File: src/rtl/core/psdlv_pkg.sv
package psdlv_pkg;

   localparam int MAX_DELAY_DEF   = 1024;
   localparam int SAMPLE_BITS_DEF = 16;

   localparam int CMD_BITS       = 2;
   localparam int INDEX_BITS     = 10;
   localparam int EXC_BITS       = 16;
   localparam int MIX_BITS       = 18;
   localparam int OUT_BITS       = 18;
   localparam int LEN_BITS       = 11;
   localparam int GAIN_BITS      = 17;
   localparam int CSR_INDEX_BITS = 2;
   localparam int CSR_DATA_BITS  = 17;

   localparam logic [LEN_BITS-1:0]  LEN_RESET = 11'd100;
   localparam logic [GAIN_BITS-1:0] GAIN_ONE  = 17'd65536;

   localparam logic signed [OUT_BITS-1:0] OUT_MAX = {1'b0, {(OUT_BITS-1){1'b1}}};
   localparam logic signed [OUT_BITS-1:0] OUT_MIN = {1'b1, {(OUT_BITS-1){1'b0}}};

   typedef enum logic [CMD_BITS-1:0] {
      CMD_LOAD  = 2'd0,
      CMD_PLUCK = 2'd1,
      CMD_TICK  = 2'd2
   } cmd_type;

   typedef enum logic [CSR_INDEX_BITS-1:0] {
      CSR_DELAY_LENGTH = 2'd0,
      CSR_DECAY_GAIN   = 2'd1
   } csr_index_type;

   typedef enum logic [3:0] {
      ST_CLEAR,
      ST_IDLE,
      ST_PLUCK,
      ST_TICK_POS,
      ST_TICK_CUR,
      ST_TICK_OUT,
      ST_TICK_SUM,
      ST_TICK_MUL,
      ST_TICK_WR
   } state_type;

   typedef enum logic {
      ALU_MIX,
      ALU_PAIR
   } alu_op_type;

   typedef struct packed {
      logic accept;
      logic cmd_pluck;
      logic cmd_tick;
      logic out_free;
   } ctrl_status_type;

   typedef struct packed {
      logic       ready;
      logic       clearing;
      logic       pluck_wr;
      logic       rd_pos;
      logic       cur_cap;
      logic       out_load;
      logic       sum_load;
      logic       prod_load;
      logic       tick_wr;
      alu_op_type alu_op;
   } ctrl_type;

endpackage

File: src/rtl/core/psdlv_ctrl.sv
module psdlv_ctrl #(
   parameter int MAX_DELAY = psdlv_pkg::MAX_DELAY_DEF
) (
   input  logic                               clock,
   input  logic                               reset,
   input  psdlv_pkg::ctrl_status_type         status,
   input  logic [$clog2(MAX_DELAY+1)-1:0]     len_use,
   output psdlv_pkg::ctrl_type                ctrl,
   output logic [$clog2(MAX_DELAY+1)-1:0]     cnt
);

   localparam int CW = $clog2(MAX_DELAY+1);

   psdlv_pkg::state_type state_ff, state_in;
   logic [CW-1:0]        cnt_ff, cnt_in;

   always_ff @(posedge clock) begin
      if (reset) begin
         state_ff <= psdlv_pkg::ST_CLEAR;
         cnt_ff   <= '0;
      end else begin
         state_ff <= state_in;
         cnt_ff   <= cnt_in;
      end
   end

   always_comb begin
      state_in = state_ff;
      cnt_in   = '0;
      unique case (state_ff)
         psdlv_pkg::ST_CLEAR: begin
            if (cnt_ff == CW'(MAX_DELAY-1)) begin
               state_in = psdlv_pkg::ST_IDLE;
            end else begin
               cnt_in = cnt_ff + CW'(1);
            end
         end
         psdlv_pkg::ST_IDLE: begin
            if (status.accept && status.cmd_pluck) begin
               state_in = psdlv_pkg::ST_PLUCK;
            end else if (status.accept && status.cmd_tick) begin
               state_in = psdlv_pkg::ST_TICK_POS;
            end
         end
         psdlv_pkg::ST_PLUCK: begin
            if (cnt_ff == len_use) begin
               state_in = psdlv_pkg::ST_IDLE;
            end else begin
               cnt_in = cnt_ff + CW'(1);
            end
         end
         psdlv_pkg::ST_TICK_POS: state_in = psdlv_pkg::ST_TICK_CUR;
         psdlv_pkg::ST_TICK_CUR: state_in = psdlv_pkg::ST_TICK_OUT;
         psdlv_pkg::ST_TICK_OUT: begin
            if (status.out_free) begin
               state_in = psdlv_pkg::ST_TICK_SUM;
            end
         end
         psdlv_pkg::ST_TICK_SUM: state_in = psdlv_pkg::ST_TICK_MUL;
         psdlv_pkg::ST_TICK_MUL: state_in = psdlv_pkg::ST_TICK_WR;
         psdlv_pkg::ST_TICK_WR:  state_in = psdlv_pkg::ST_IDLE;
         default:                state_in = psdlv_pkg::ST_CLEAR;
      endcase
   end

   always_comb begin
      ctrl           = '0;
      ctrl.alu_op    = psdlv_pkg::ALU_MIX;
      ctrl.ready     = (state_ff == psdlv_pkg::ST_IDLE);
      ctrl.clearing  = (state_ff == psdlv_pkg::ST_CLEAR);
      ctrl.pluck_wr  = (state_ff == psdlv_pkg::ST_PLUCK) && (cnt_ff != '0);
      ctrl.rd_pos    = (state_ff == psdlv_pkg::ST_TICK_POS);
      ctrl.cur_cap   = (state_ff == psdlv_pkg::ST_TICK_CUR);
      ctrl.out_load  = (state_ff == psdlv_pkg::ST_TICK_OUT) && status.out_free;
      ctrl.sum_load  = (state_ff == psdlv_pkg::ST_TICK_SUM);
      ctrl.prod_load = (state_ff == psdlv_pkg::ST_TICK_MUL);
      ctrl.tick_wr   = (state_ff == psdlv_pkg::ST_TICK_WR);
      if (state_ff == psdlv_pkg::ST_TICK_SUM) begin
         ctrl.alu_op = psdlv_pkg::ALU_PAIR;
      end
   end

   assign cnt = cnt_ff;

endmodule
File: config.mk
export PLATFORM = sky130hd
export DESIGN_NAME = psdlv_ctrl
export DESIGN_NICKNAME = d
export VERILOG_FILES = /design/src/rtl/core/psdlv_pkg.sv /design/src/rtl/core/psdlv_ctrl.sv
export SDC_FILE = /design/constraint.sdc
export NUM_CORES = 1
export LEC_CHECK = 0
export BUFFER_PORTS_ARGS = -buffer_cell sky130_fd_sc_hd__buf_2
export CORE_AREA = 2 2 52 54
export CTS_BUF_LIST = sky130_fd_sc_hd__clkbuf_4 sky130_fd_sc_hd__clkbuf_8 sky130_fd_sc_hd__clkbuf_16
export CTS_CLUSTER_DIAMETER = 200
export DETAILED_ROUTE_END_ITERATION = 6
export DIE_AREA = 0 0 54 56
export MAX_ROUTING_LAYER = met4
export PLACE_DENSITY = 0.82
export SLEW_MARGIN = 20
export SYNTH_ARGS = -nofsm -noshare
export SYNTH_HDL_FRONTEND = slang
export SYNTH_SLANG_ARGS = --single-unit
export TNS_END_PERCENT = 5
File: constraint.sdc
create_clock -name clock -period 1.7 [get_ports clock]
set_clock_uncertainty 0.15 [all_clocks]
set_input_delay 0.17 -clock clock [delete_from_list [all_inputs] [get_ports clock]]
set_output_delay 0.17 -clock clock [all_outputs]
set_load 0.01 [all_outputs]
== Word level (Yosys, flattened, before mapping) ==
Index checks and enable logic that the tools add are counted.

* Equal/unequal tests: 14
* Reductions and logical operators: 7
* Bitwise operators: 0
* Multiplexer cells: 10
* $mul: 0
* $add $sub $neg: 1
* Order comparisons: 0
* Div/mod/pow operators: 0
* Shifts and indexed selects: 0

{| class="wikitable"
|+ Operator list
! kind !! number
|-
| one-hot mux 4 bit (9 select lines) || 1
|-
| 2-to-1 mux 11 bit || 2
|-
| one-hot mux 11 bit (2 select lines) || 1
|-
| 2-to-1 mux 4 bit || 5
|-
| equality test 4 x 3 -> 1 bit, second input constant || 4
|-
| adder 11 x 1 -> 11 bit, second input constant || 1
|-
| equality test 11 x 10 -> 1 bit, second input constant || 1
|-
| equality test 11 bit || 1
|-
| nonzero test 11 bit || 1
|-
| equality test 4 x 2 -> 1 bit, second input constant || 2
|-
| equality test 4 x 1 -> 1 bit, second input constant || 1
|-
| equality test 4 bit, second input constant || 1
|-
| logical AND 1 bit || 4
|-
| logical NOT 4 bit || 1
|-
| inequality test 2 bit, second input constant || 2
|-
| AND reduction 4 bit || 1
|-
| inequality test 3 x 1 -> 1 bit, second input constant || 1
|-
| inequality test 2 x 1 -> 1 bit, second input constant || 1
|-
| 2-to-1 mux 1 bit || 1
|}

* Register bits after elaboration: 15
* Memories kept: 0
* Bits in writable memories: 0
* Input port bits: 17
* Output and inout port bits: 21
* Memory bits (read-only): 0
* Latch bits: 0

== Depth between registers and ports, before layout ==
Gate-level depths: netlist of the first run.

* Depth in word-level cells: 4
* Depth in mapped cells: 5

== Worst setup path after synthesis of the first run ==
OpenSTA, ideal clock, no wires.

* Path type: reg-to-reg
* Start point: reg cnt_ff[0] (netlist: cnt[0])
* End point: reg cnt_ff[10] (netlist: cnt[10])
* Setup time: 0.134 ns
* Arrival time: 1.561 ns
* Slack: -0.145 ns
* Path buffers: 0
* Cell stages (with the launch flop): 6
* Cell sequence: dfxtp_1 -> ha_1 -> and4_1 -> nand4b_1 -> a22oi_4 -> a22oi_2

* Cells in the longest elaborated chain, start to end: 3

{| class="wikitable"
|+ RTL lines
! what !! RTL line !! source
|-
| start, declared || psdlv_ctrl.sv:15 || <nowiki>logic [CW-1:0] cnt_ff, cnt_in;</nowiki>
|-
| start signal, assigned || psdlv_ctrl.sv:23 || <nowiki>cnt_ff <= cnt_in;</nowiki>
|-
| adder 11 x 1 -> 11 bit (tied with other cells) || psdlv_ctrl.sv:35, psdlv_ctrl.sv:49 ||
|-
| 2-to-1 mux 11 bit (on tied branches) || psdlv_ctrl.sv:46, psdlv_ctrl.sv:32 ||
|-
| one-hot mux 11 bit (2 select lines) (*) || psdlv_ctrl.sv:30 || <nowiki>unique case (state_ff)</nowiki>
|}

Mark *: on every way between the ends. The rest lies on a longest branch, timed or not.
A chain may end at the register's enable or synchronous reset.

==> results by stage, run 1 <==
Global routing:
- Entering global routing, the biggest net connects 11 pins.
- The first global-routing pass estimated roughly 4400 µm of wire.
- For this run the aggregate overflow at the end of global routing stands at 0.
- The total global routing track utilization is 0.1955.
- The number of global-route vias before repair is 1035.
- The number of antenna violations at the first check in global routing is 0.

Worst setup path:
- The buffering stage count on the worst path with inverters included is 1.
- The slowest stage of the critical path belongs to the cell sky130_fd_sc_hd__or4b_4.
- In this design, the stage delay of the slowest critical-path cell is 0.54 ns.
- The largest delay contributor family on the critical path is simple AND/OR/NAND/NOR gates.
- The type of element launching the critical path is a flip-flop.
- STA classifies the critical path endpoint as an output pin.
- Traced cell by cell, the critical path runs through or4b_4, a31oi_1, buf_2.
- The worst setup path is of the flip-flop to output pin kind.
- The maximum fanout encountered on the critical timing path is 3.
- The endpoint required time on the critical path is 1.38 ns.
- Data on the critical path arrives at its endpoint at 1.49 ns.

Die:
- The number of I/O pins is 38.
- The chip height is 56 µm.
- The area of the die is a little over 3000 µm².
- In this run the horizontal extent of the chip is around 54 µm.
- For this configuration, the core starts out at a cell density of 0.4105.
- The floorplan has 18 rows.
- The area inside the core boundary is around 2400 µm².

Route:
- After the first detailed-routing iteration, the DRC count stood at 15.
- Wires add up to about 2700 µm.
- The routed wire length per instance is 13.95 µm.
- Summing over every cut layer, the via total after detailed routing is roughly 1.1k.
- The residual DRC count is 0.
- The first detailed-routing pass took 6 iterations.
- The number of nets with antenna violations after detailed routing is 0.
- The vias per cell is roughly 5.4.

Synthesis:
- The number of synthesized register bits is 15.
- The synthesized design spends more area on one cell type than any other, namely sky130_fd_sc_hd__dfxtp_1.
- The cell count after synthesis came out at around 120.
- The synthesized netlist contains 38 unique library cells.
- By area the synthesized netlist is led by sky130_fd_sc_hd__dfxtp_1 (30%), sky130_fd_sc_hd__xnor2_1 (11%), sky130_fd_sc_hd__xor2_1 (7.0%), sky130_fd_sc_hd__a21oi_1 (3.5%), sky130_fd_sc_hd__nand2_1 (2.6%).
- The share of synthesized area in the top cell type comes to 0.3008.
- The count of flip-flops with a built-in enable after synthesis is 0.
- In the synthesized netlist the dominant register cell turns out to be sky130_fd_sc_hd__dfxtp_1.
- The total number of yosys warnings is 0.
- In this run the mean area of a mapped cell was ~8.7 µm².
- The post-synth net total is between 100 and 150.
- Of the synthesized area, sequential elements account for 0.3008.
- The async set or reset register ratio after synthesis is 0.
- The cell area after technology mapping is roughly 1000 µm².

Timing:
- The slew at the pin with the worst max-slew slack is roughly 0.3 ns.
- Static timing analysis puts the maximum clock frequency at 0.5519 GHz.
- The post-layout minimum cycle time is around 1.8 ns.
- Setup repair after global routing could not meet its margin everywhere.
- The final number of hold-violating endpoints is 0.
- The max-slew violation total from the final report came to 0.
- Once routing completed, OpenROAD measured the worst setup slack at -0.1119 ns.
- Setup violations remaining at the end of the flow were counted as 3.
- Of the available clock period, the critical path in the final layout requires 1.066.
- In this run the tightest slew margin relative to its limit is 0.8000.

Min path:
- The type of the tightest min-delay check is input port to flip-flop.

Clock network:
- TritonCTS built the clock tree.
- The tree is rooted in a sky130_fd_sc_hd__clkbuf_4.
- Counting along the longest clock path gives a buffer depth of 2.
- The tree built by TritonCTS fans out to 15 sinks.
- Counting the buffers created by CTS gives 3.
- The clock insertion delay at the later pin of the skew report is roughly 0.3 ns.
- CTS built an H-tree with a depth of 1.
- The clock transition time at the flip-flop clock pins of the worst setup and hold paths is 0.09 ns.

Placement:
- The half-perimeter wire length of the detailed placement result is 2073 µm.
- Routability-driven placement finished with a final weighted congestion of between 0.9 and 1.
- The count of buffers inserted at the top-level ports is 37.
- The area after detailed placement is ~1300 µm².

Outcome:
- The final reports fail on setup timing.
- The flow ran to the end, but the final reports show violations.

Finish:
- In the final layout, the share of cells above drive strength 1 is 0.5030.
- The area growth from synthesis to layout is 42.36%.
- The final design area excluding fillers is 1421 µm².
- 0 antenna diodes ended up in the layout.
- The net count of the finished layout is about 190.

Pwr:
- The maximum resistive drop on vdd is approximately 0.00043 V.
- Summed over all cells, the static leakage comes to 0.6036 nW.
- The design draws approximately 0.72 mW.
- The power per unit of standard cell area is 506.8 nW/µm².

Job:
- Max-cap violations in this run came to 0.
[where the power goes]
part	switching (mW)	internal [mW]
logic	0.0556	0.0673
clock network	0.124	0.108
registers	0.00754	0.358
[cell type report]
| cell class | instances | area, µm² |
|---|---|---|
| clock buffer | 4 | 30.03 |
| fill | 227 | 1011 |
| inverter | 5 | 18.77 |
| multi-input combinational | 87 | 690.7 |
| sequential | 15 | 309.0 |
| tap | 30 | 37.54 |
| timing repair buffer | 56 | 335.3 |
[kinds of logic (layout without fill, tap and decap cells)]
logic type      count (synthesis)  in the layout  share of synthesized area
compound gates                 21             21                     0.1579
buf+inv                        13             65                    0.07268
simple gates                   44             44                     0.2682
xor+xnor                       20             20                     0.1754
flops                          15             15                     0.3008
fa+ha+maj                       2              2                    0.02506
[metrics by stage]
stage | hold slack, ns | util | TNS [ns] | worst slack (ns) | std cells
floorplan | 0.09679 | - | 0 | 0.04120 | 115
global placement | 0.3243 | 0.5345 | 0 | 0.06265 | 189
detailed placement | 0.3372 | 0.5345 | 0 | 0.01780 | 189
CTS | 0.02213 | 0.5612 | -0.1862 | -0.1165 | 194
global route | 0.02708 | 0.5844 | -0.7832 | -0.1547 | 197
finish | 0.01169 | 0.5844 | -0.2359 | -0.1119 | 197
[Yosys cell counts, drive strengths merged, types with 2 or more instances]
master and n:
nor2 8, nor4 2, and4 3, or4 2, inv 5, o21ai 3, xor2 8, nand3 5
buf 7, a22oi 2, nor4b 2, nand2b 2, a211oi 3, dfxtp 15, ha 2, a21oi 7
nand4 4, xnor2 12, nand2 7, nor3 5
[registers in the layout (all words and copies together) (netlist names)]
register	count
state_ff	4
cnt	11
[what timing repair did]
item,CTS,global route
buffers inserted,1,3
endpoints found under the setup margin,5,16
hold buffers,0,0
pin swaps,2,6
cloned,0,0
gates resized for setup,6,9
[per-layer routing]
| layer | vias to the layer above | global-route usage | share of wire |
|---|---|---|---|
| li1 | 515 | - | - |
| met1 | 498 | 0.2262 | 0.41 |
| met2 | 53 | 0.3293 | 0.50 |
| met3 | 5 | 0.02151 | 0.068 |
| met4 | 0 | 0.08571 | 0.018 |
| met5 | - | - | 0 |
[final timing paths]
kind	startpoint	end	slack (ns)	depth (start not counted)
worst max-delay path	state_ff[2]$_SDFFE_PP0P_	ctrl[7]	-0.11	3
worst min-delay path	reset	state_ff[2]$_SDFFE_PP0P_	0.01	2
worst max register to register	state_ff[2]$_SDFFE_PP0P_	cnt[10]$_SDFF_PP0_	-0.02	5
worst min register to register	state_ff[3]$_SDFFE_PP0P_	state_ff[1]$_SDFFE_PP0P_	0.34	1
[cell usage in the layout (no fill, tap or decap), types with 2 or more instances in the layout]
master,instances
sky130_fd_sc_hd__xnor2_1,11
sky130_fd_sc_hd__a21oi_1,7
sky130_fd_sc_hd__nor2_2,2
sky130_fd_sc_hd__nand3_1,5
sky130_fd_sc_hd__inv_1,4
sky130_fd_sc_hd__nand2_1,7
sky130_fd_sc_hd__dfxtp_2,4
sky130_fd_sc_hd__nor3_1,4
sky130_fd_sc_hd__clkbuf_4,4
sky130_fd_sc_hd__o21ai_0,2
sky130_fd_sc_hd__and4_1,2
sky130_fd_sc_hd__buf_4,17
sky130_fd_sc_hd__buf_6,2
sky130_fd_sc_hd__dfxtp_1,10
sky130_fd_sc_hd__buf_2,37
sky130_fd_sc_hd__xor2_1,8
sky130_fd_sc_hd__a211oi_1,3
sky130_fd_sc_hd__nor2_1,5
sky130_fd_sc_hd__nand4_1,4
Note: power is estimated with default switching activity, not from simulation.
==> run 2: changes to the inputs <==
--- a/config.mk
+++ b/config.mk
@@ -6,11 +6,11 @@
 export NUM_CORES = 1
 export LEC_CHECK = 0
 export BUFFER_PORTS_ARGS = -buffer_cell sky130_fd_sc_hd__buf_2
-export CORE_AREA = 2 2 52 54
+export CORE_AREA = 2 2 40 69
 export CTS_BUF_LIST = sky130_fd_sc_hd__clkbuf_4 sky130_fd_sc_hd__clkbuf_8 sky130_fd_sc_hd__clkbuf_16
 export CTS_CLUSTER_DIAMETER = 200
 export DETAILED_ROUTE_END_ITERATION = 6
-export DIE_AREA = 0 0 54 56
+export DIE_AREA = 0 0 42 71
 export MAX_ROUTING_LAYER = met4
 export PLACE_DENSITY = 0.82
 export SLEW_MARGIN = 20
==> run 2 against run 1 <==
Against the previous run: the run still ends with setup timing left; first-iteration DRC count rose to 2.5 times the previous value; register-to-register slack got worse by 0.05 ns; flip-flop and latch count stayed put; setup slack better by 0.022 ns; wire length up 6.7%; cell area up 1.9%; critical path depth did not move; sequential power hardly changed; global-route usage is 1.2 points higher.
==> results by stage, run 2 (same netlist as run 1, synthesis figures left out) <==
Placement:
- The global placer's final weighted congestion is just under 0.9.
- The worst slack after detailed placement is about 0.016 ns.
- The wire-length estimate of the detail-placed layout is 2189 µm.
- The area after detailed placement is 1318 µm².
- The instance count after placement with tap cells included is around 190.
- Port buffering added 37 buffers.

Finish:
- The post-route core utilization is 0.5957.
- The flip-flop count of the largest register, all copies and words added is 11.
- The number of antenna diodes is 0.
- The commonest non-fill, non-tap cell in the layout is sky130_fd_sc_hd__buf_2.
- In the final layout, the share of cells above drive strength 1 is 0.5090.
- The final design area excluding fillers is 1449 µm².
- The area added between synthesis and finish is 45.11%.
- Excluding fillers, the count of instances in the completed layout stands at about 190.
- The library cells used most frequently in the layout, excluding fill and tap cells, are sky130_fd_sc_hd__buf_2 (37), sky130_fd_sc_hd__buf_4 (16), sky130_fd_sc_hd__xnor2_1 (12).
- The filler cells instantiated in the layout total between 200 and 250.
- Registers take about 310 µm².
- The net total in the final layout is about 190.
- In the final layout, the multi-input gates occupy around 700 µm².

Timing:
- The achievable frequency is between 0.5 and 0.6 GHz.
- The slew at the pin with the worst max-slew slack is ~0.32 ns.
- The final setup violation count is 10.
- Setup repair after global routing could not meet its margin everywhere.
- Counting I/O delays and the setup requirement, the final critical path takes 1.790 ns.
- The summed negative setup slack over all endpoints is -0.3528 ns.
- Headroom to the max-slew limit came out at 0.7872.
- Once routing completed, OpenROAD measured the worst setup slack at -0.09037 ns.
- The final number of hold-violating endpoints is 0.
- The max-slew violation total from the final report came to 0.
- The portion of the clock cycle consumed by the worst path in the final layout is 1.053.

Clock network:
- The clock transition time at the flip-flop clock pins of the worst setup and hold paths is around 0.06 ns.
- Clock tree synthesis inserted a total of 3 buffers.
- The buffer cell driving the clock tree root is sky130_fd_sc_hd__clkbuf_8.
- TritonCTS built the clock tree.
- The clock sink count is 15.
- The deepest clock path buffer count is 2.
- CTS built an H-tree with a depth of 1.
- At the later pin of the worst-skew pair, clock insertion delay measures ~0.25 ns.

Worst setup path:
- The reg-to-reg setup timing slack is -0.07 ns.
- The endpoint required time on the critical path is around 1.4 ns.
- The library cell contributing the largest single delay on the critical path is sky130_fd_sc_hd__or4b_4.
- The data arrival time of the critical path is 1.47 ns.
- The capturing element type of the critical path is an output pin.
- The cell family contributing the most delay on the critical path is simple AND/OR/NAND/NOR gates.
- For the worst flop-to-flop path, the logic depth is 5.
- The startpoint identified for the worst register-to-register timing path is state_ff[2]$_SDFFE_PP0P_.
- The buffering stage count on the worst path with inverters included is 1.
- The largest single stage delay on the critical path is 0.58 ns.
- The worst setup path is launched from a flip-flop.
- The end of the worst register-to-register path is cnt[10]$_SDFF_PP0_.
- The maximum fanout encountered on the critical timing path is 4.
- Walking the worst path, the cells encountered are or4b_4, a31oi_4, buf_2.
- The category of the critical setup timing path is flip-flop to output pin.

Pwr:
- In this run the static leakage power is 0.6116 nW.
- IR analysis of the VDD net gives a maximum drop of roughly 0.00052 V.
- Dividing total power by cell area gives a power density of between 500 and 600 nW/µm².

Route:
- The starting DRC count in detailed routing is 38.
- The via count is approximately 1.1k.
- Before antenna repair, the detailed router went through 4 iterations.
- The number of nets with antenna violations after detailed routing is 0.
- After detailed routing, the number of remaining DRC violations is 0.
- The vias per cell is about 5.7.
- The routed wire length is 2932 µm.
- The routed wire length per instance is 15.19 µm.

Global routing:
- The pin count of the biggest net entering global routing is 11.
- For this run the aggregate overflow at the end of global routing stands at 0.
- In the global route stage, overall resource usage came out at 0.2076.
- The number of antenna violations at the first check in global routing is 0.
- The wire length of the first global-routing pass is around 4600 µm.
- The number of global-route vias before repair is ~1.1k.

Min path:
- The tightest min-delay check is of the input port to flip-flop type.
- The capture endpoint of the worst hold path is state_ff[2]$_SDFFE_PP0P_.
- The worst hold path was traced through 2 stages.
- The start point of the worst min-delay path is reset.

Die:
- The number of rows created at floorplan is 24.
- The floorplan step set the die width to between 40 and 50 µm.
- The area inside the core boundary is approximately 2400 µm².
- The starting density of the core is 0.4105.
- The chip height is roughly 71 µm.
- 38 I/O pins were placed.
- The die covers ~3000 µm².

Job:
- Across the run, the number of max-cap violations was 0.

Outcome:
- The run finished, with violations left.
- The final reports fail on setup timing.
==> run 2: cell counts in the layout (fill, tap and decap cells not counted) <==
No cell type changed its count.
==> run 2: power by group <==
| part | switching (mW) | internal [mW] | leakage [nW] |
|---|---|---|---|
| sequential | 0.00735 | 0.359 | 0.124 |
| combinational | 0.0572 | 0.0659 | 0.462 |
| clock | 0.124 | 0.182 | 0.0262 |
| total | 0.188 | 0.607 | 0.612 |
==> run 2: how the worst max path moves through the flow <==
stage / from / to / slack (ns) / cells past startpoint
2_1_floorplan: cnt[1]$_SDFF_PP0_ / cnt[10]$_SDFF_PP0_ / 0.04 / 5
3_3_place_gp: cnt[0]$_SDFF_PP0_ / cnt[10]$_SDFF_PP0_ / 0.08 / 5
3_5_place_dp: cnt[0]$_SDFF_PP0_ / cnt[10]$_SDFF_PP0_ / 0.02 / 5
4_1_cts: state_ff[2]$_SDFFE_PP0P_ / ctrl[7] / -0.06 / 3
5_1_grt: state_ff[2]$_SDFFE_PP0P_ / cnt[10]$_SDFF_PP0_ / -0.13 / 5
6_report: state_ff[2]$_SDFFE_PP0P_ / ctrl[7] / -0.09 / 3
==> run 2: cell type report <==
| class | count | share of cell area |
|---|---|---|
| sequential | 15 | 0.2133 |
| inverter | 5 | 0.01295 |
| tap | 26 | 0.02245 |
| clock buffer | 4 | 0.03368 |
| multi-input combinational | 87 | 0.4836 |
| timing repair buffer | 56 | 0.2340 |
==> run 2: stage by stage <==
stage          power [mW]  hold slack [ns]
2_1_floorplan      0.4303          0.09679
3_3_place_gp       0.4751           0.3217
3_5_place_dp       0.4806           0.3348
4_1_cts            0.7917          0.06277
5_1_grt            0.8320          0.07423
6_report           0.7954          0.06078
==> run 2: timing repair <==
action                                  in CTS  in global routing
endpoints found under the setup margin       5                 15
pin swaps                                    3                  1
hold buffers                                 0                  0
resized for setup                            4                 14
buffers inserted                             1                  0
==> run 2: worst reg2reg max path, stage by stage, from the launching register on <==
cell	delay, ns
sky130_fd_sc_hd__dfxtp_2	0.34
sky130_fd_sc_hd__or4b_4	0.58
sky130_fd_sc_hd__buf_6	0.15
sky130_fd_sc_hd__nor2_4	0.15
sky130_fd_sc_hd__a22oi_4	0.13
sky130_fd_sc_hd__a22oi_2	0.20
==> run 2: per-layer routing <==
| layer | track usage | vias to the layer above | share of wire |
|---|---|---|---|
| li1 | - | 517 | - |
| met1 | 0.1903 | 518 | 0.34 |
| met2 | 0.4045 | 47 | 0.57 |
| met3 | 0.02296 | 9 | 0.045 |
| met4 | 0.1004 | 0 | 0.038 |
| met5 | - | - | 0 |
==> run 3: changes to the inputs <==
--- a/config.mk
+++ b/config.mk
@@ -17,4 +17,4 @@
 export SYNTH_ARGS = -nofsm -noshare
 export SYNTH_HDL_FRONTEND = slang
 export SYNTH_SLANG_ARGS = --single-unit
-export TNS_END_PERCENT = 5
+export TNS_END_PERCENT = 30
==> constraint.sdc (replaced) <==
create_clock -name clock -period 1.5 [get_ports clock]
set_clock_uncertainty 0.15 [all_clocks]
set_input_delay 0.15 -clock clock [delete_from_list [all_inputs] [get_ports clock]]
set_output_delay 0.15 -clock clock [all_outputs]
set_load 0.01 [all_outputs]
==> run 3 against run 2 <==
Against the previous run: the flow still finishes with violations (setup timing); clock power up 15%; die area unchanged; critical path depth unchanged; hold slack better by 0.016 ns; flip-flop and latch count unchanged; sequential share of layout area down 2.4 points; sequential power up 13%; combinational power up 54%; final cell count up 7.3%; global-route usage up 4.2 points.
==> results by stage, run 3 (same netlist as run 1, synthesis figures left out) <==
Clock network:
- The clock transition time at the flip-flop clock pins of the worst setup and hold paths is 0.06 ns.
- For this design, the sink count on the clock tree is 15.
- The number of buffers created by CTS is 3.
- The deepest clock path buffer count is 2.
- The TritonCTS clock tree is yes.
- The clock insertion delay at the later pin of the skew report is between 0.2 and 0.3 ns.
- In this run the number of H-tree levels came out at 1.
- The tree is rooted in a sky130_fd_sc_hd__clkbuf_8.

Timing:
- The worst hold slack across all endpoints is roughly 0.077 ns.
- Once routing completed, OpenROAD measured the worst setup slack at -0.2739 ns.
- The headroom to the max-slew limit is 0.7372.
- Setup violations remaining at the end of the flow were counted as 22.
- Dividing the final minimum period by the clock period gives 1.183.
- Based on the critical path, the design can be clocked at up to about 0.56 GHz.
- Setup repair after global routing could not meet its margin everywhere.
- The final number of hold-violating endpoints is 0.
- After layout, the minimum clock period comes to 1.774 ns.
- For the pin with the worst max-slew slack, the measured transition is roughly 0.39 ns.
- The max-slew violation total from the final report was 0.

Die:
- The initialized floorplan defines 24 standard-cell rows.
- The chip height is ~70 µm.
- The die is between 40 and 50 µm wide.
- For this configuration, the core starts out at a cell density of 0.4105.
- The number of I/O pins is 38.
- The area of the die is approximately 3000 µm².
- The area inside the core boundary is roughly 2400 µm².

Worst setup path:
- The worst setup path is of the flip-flop to output pin kind.
- The library cell contributing the largest single delay on the critical path is sky130_fd_sc_hd__or4b_4.
- Traced cell by cell, the critical path runs through or4b_4, a31oi_4, buf_2.
- The endpoint required time on the critical path is around 1.2 ns.
- The data arrival time of the critical path is 1.47 ns.
- STA classifies the critical path startpoint as a flip-flop.
- The maximum fanout encountered on the critical timing path is 3.
- The peak per-stage delay on the critical path is around 0.58 ns.
- The capturing element type of the critical path is an output pin.

Finish:
- Compared with the post-synthesis result, the final layout area differs by 68.17%.
- Of the cells placed in the final design, the portion with a size suffix greater than 1 is 0.6188.
- The number of antenna diodes in the final layout is 0.
- The finished cells cover 1679 µm².
- The register with the most flip-flops in the layout has 11 of them.
- The library cells used most frequently in the layout, excluding fill and tap cells, are sky130_fd_sc_hd__buf_2 (36), sky130_fd_sc_hd__buf_4 (21), sky130_fd_sc_hd__buf_6 (11).
- In the final design database the tool counted between 200 and 250 nets.
- The commonest non-fill, non-tap cell in the layout is sky130_fd_sc_hd__buf_2.

Job:
- The tool flagged a number of max-cap violations equal to 0.

Route:
- The starting DRC count in detailed routing is 27.
- The via count is 1178.
- The vias per cell is about 5.7.
- The routed wire length is 3705 µm.
- The number of nets with antenna violations after detailed routing is 0.
- The pre-antenna-repair detailed-routing pass consisted of 4 iterations.
- For this run, design rule violations remaining after detail routing come to 0.
- In the final routed layout, each cell accounts on average for between 15 and 20 µm.

Pwr:
- Of the total power, the share spent switching nets is 0.2547.
- Of the total power, the clock network draws 0.370.
- The register share of total power is 0.432.
- The design internal power is 0.7115 mW.
- The maximum resistive drop on vdd is slightly below 0.0006 V.
- For this design the total switching power over the nets is 0.2432 mW.
- The part of the power in combinational logic is 0.199.
- Power spread over the standard cell area amounts to about 570 nW/µm².
- The static leakage power is a little over 0.7 nW.

Global routing:
- The number of antenna violations at the first check in global routing came to 0.
- The number of global-route vias before repair is approximately 1.2k.
- The wire length of the first global-routing pass is ~5600 µm.
- Entering global routing, the biggest net connects 11 pins.
- The total global routing track utilization is 0.2497.
- For this run the aggregate overflow at the end of global routing stands at 0.

Placement:
- The global placer's final weighted congestion is ~0.89.
- The wire-length estimate of the detail-placed layout is roughly 2300 µm.
- The count of buffers inserted at the top-level ports is 37.
- After detailed placement, the total cell area comes to around 1400 µm².

Min path:
- The type of the tightest min-delay check is input port to flip-flop.

Outcome:
- The checks that failed: setup timing.
- The run finished, with violations left.
run 3: changes by cell type in the layout (fill, tap and decap cells not counted), moves of 3 or more:
cell	before	now
sky130_fd_sc_hd__buf_4	16	21
sky130_fd_sc_hd__buf_6	3	11
sky130_fd_sc_hd__dfxtp_1	10	7
sky130_fd_sc_hd__xnor2_1	12	9
sky130_fd_sc_hd__xnor2_2	0	3
run 3: final timing paths:
check | start | cells after the start | slack (ns) | endpoint
setup / recovery | state_ff[2]$_SDFFE_PP0P_ | 3 | -0.27 | ctrl[7]
hold / removal | reset | 2 | 0.08 | state_ff[3]$_SDFFE_PP0P_
setup reg to reg | cnt[0]$_SDFF_PP0_ | 7 | -0.22 | cnt[0]$_SDFF_PP0_
hold reg to reg | cnt[10]$_SDFF_PP0_ | 2 | 0.39 | cnt[10]$_SDFF_PP0_
run 3: area by class of cell:
class / instances / area [µm²]
inverter: 5 / 23.77
tap: 26 / 32.53
fill: 179 / 753.2
clock buffer: 4 / 48.80
timing repair buffer: 68 / 461.7
sequential: 15 / 317.8
multi-input combinational: 89 / 794.5
run 3: metrics by stage:
stage / setup slack (ns) / utilization / power [mW] / cells / setup TNS (ns)
finish: -0.2739 / 0.6903 / 0.9547 / 207 / -3.075
global route: -0.2983 / 0.6903 / 0.9896 / 207 / -4.276
CTS: -0.2659 / 0.6502 / 0.9289 / 203 / -2.509
detailed placement: -0.1557 / 0.5648 / 0.5492 / 194 / -1.485
global placement: -0.1057 / 0.5648 / 0.5437 / 194 / -0.7024
floorplan: -0.1137 / - / 0.4913 / 115 / -1.114
run 3: metal layers:
metal,GRT usage,vias to the layer above,routed length [µm]
li1,-,555,-
met1,0.2361,555,1213
met2,0.4878,58,2232
met3,0.02296,10,150
met4,0.1075,0,108
met5,-,-,0
run 3: power by group through the flow:
stage / sequential, mW / combinational (mW) / clock [mW]
final: 0.412 / 0.190 / 0.353
after global routing: 0.412 / 0.201 / 0.376
after CTS: 0.414 / 0.159 / 0.356
after detailed placement: 0.422 / 0.127 / 0
after global placement: 0.421 / 0.122 / 0
after floorplan: 0.431 / 0.0602 / 0
run 3: what timing repair did:
action / in CTS / in global routing
buffers inserted: 3 / 4
hold buffers: 0 / 0
cloned: 2 / 0
endpoints found under the hold margin: 0 / 0
pin swaps: 13 / 14
gates resized for setup: 24 / 19
setup endpoints to repair: 23 / 23
run 3: critical path, delay by kind of cell, from the launching register on:
family          cells  cell delay (ns)
buf+inv             1             0.15
flops               1             0.32
simple gates        1             0.58
compound gates      1             0.17
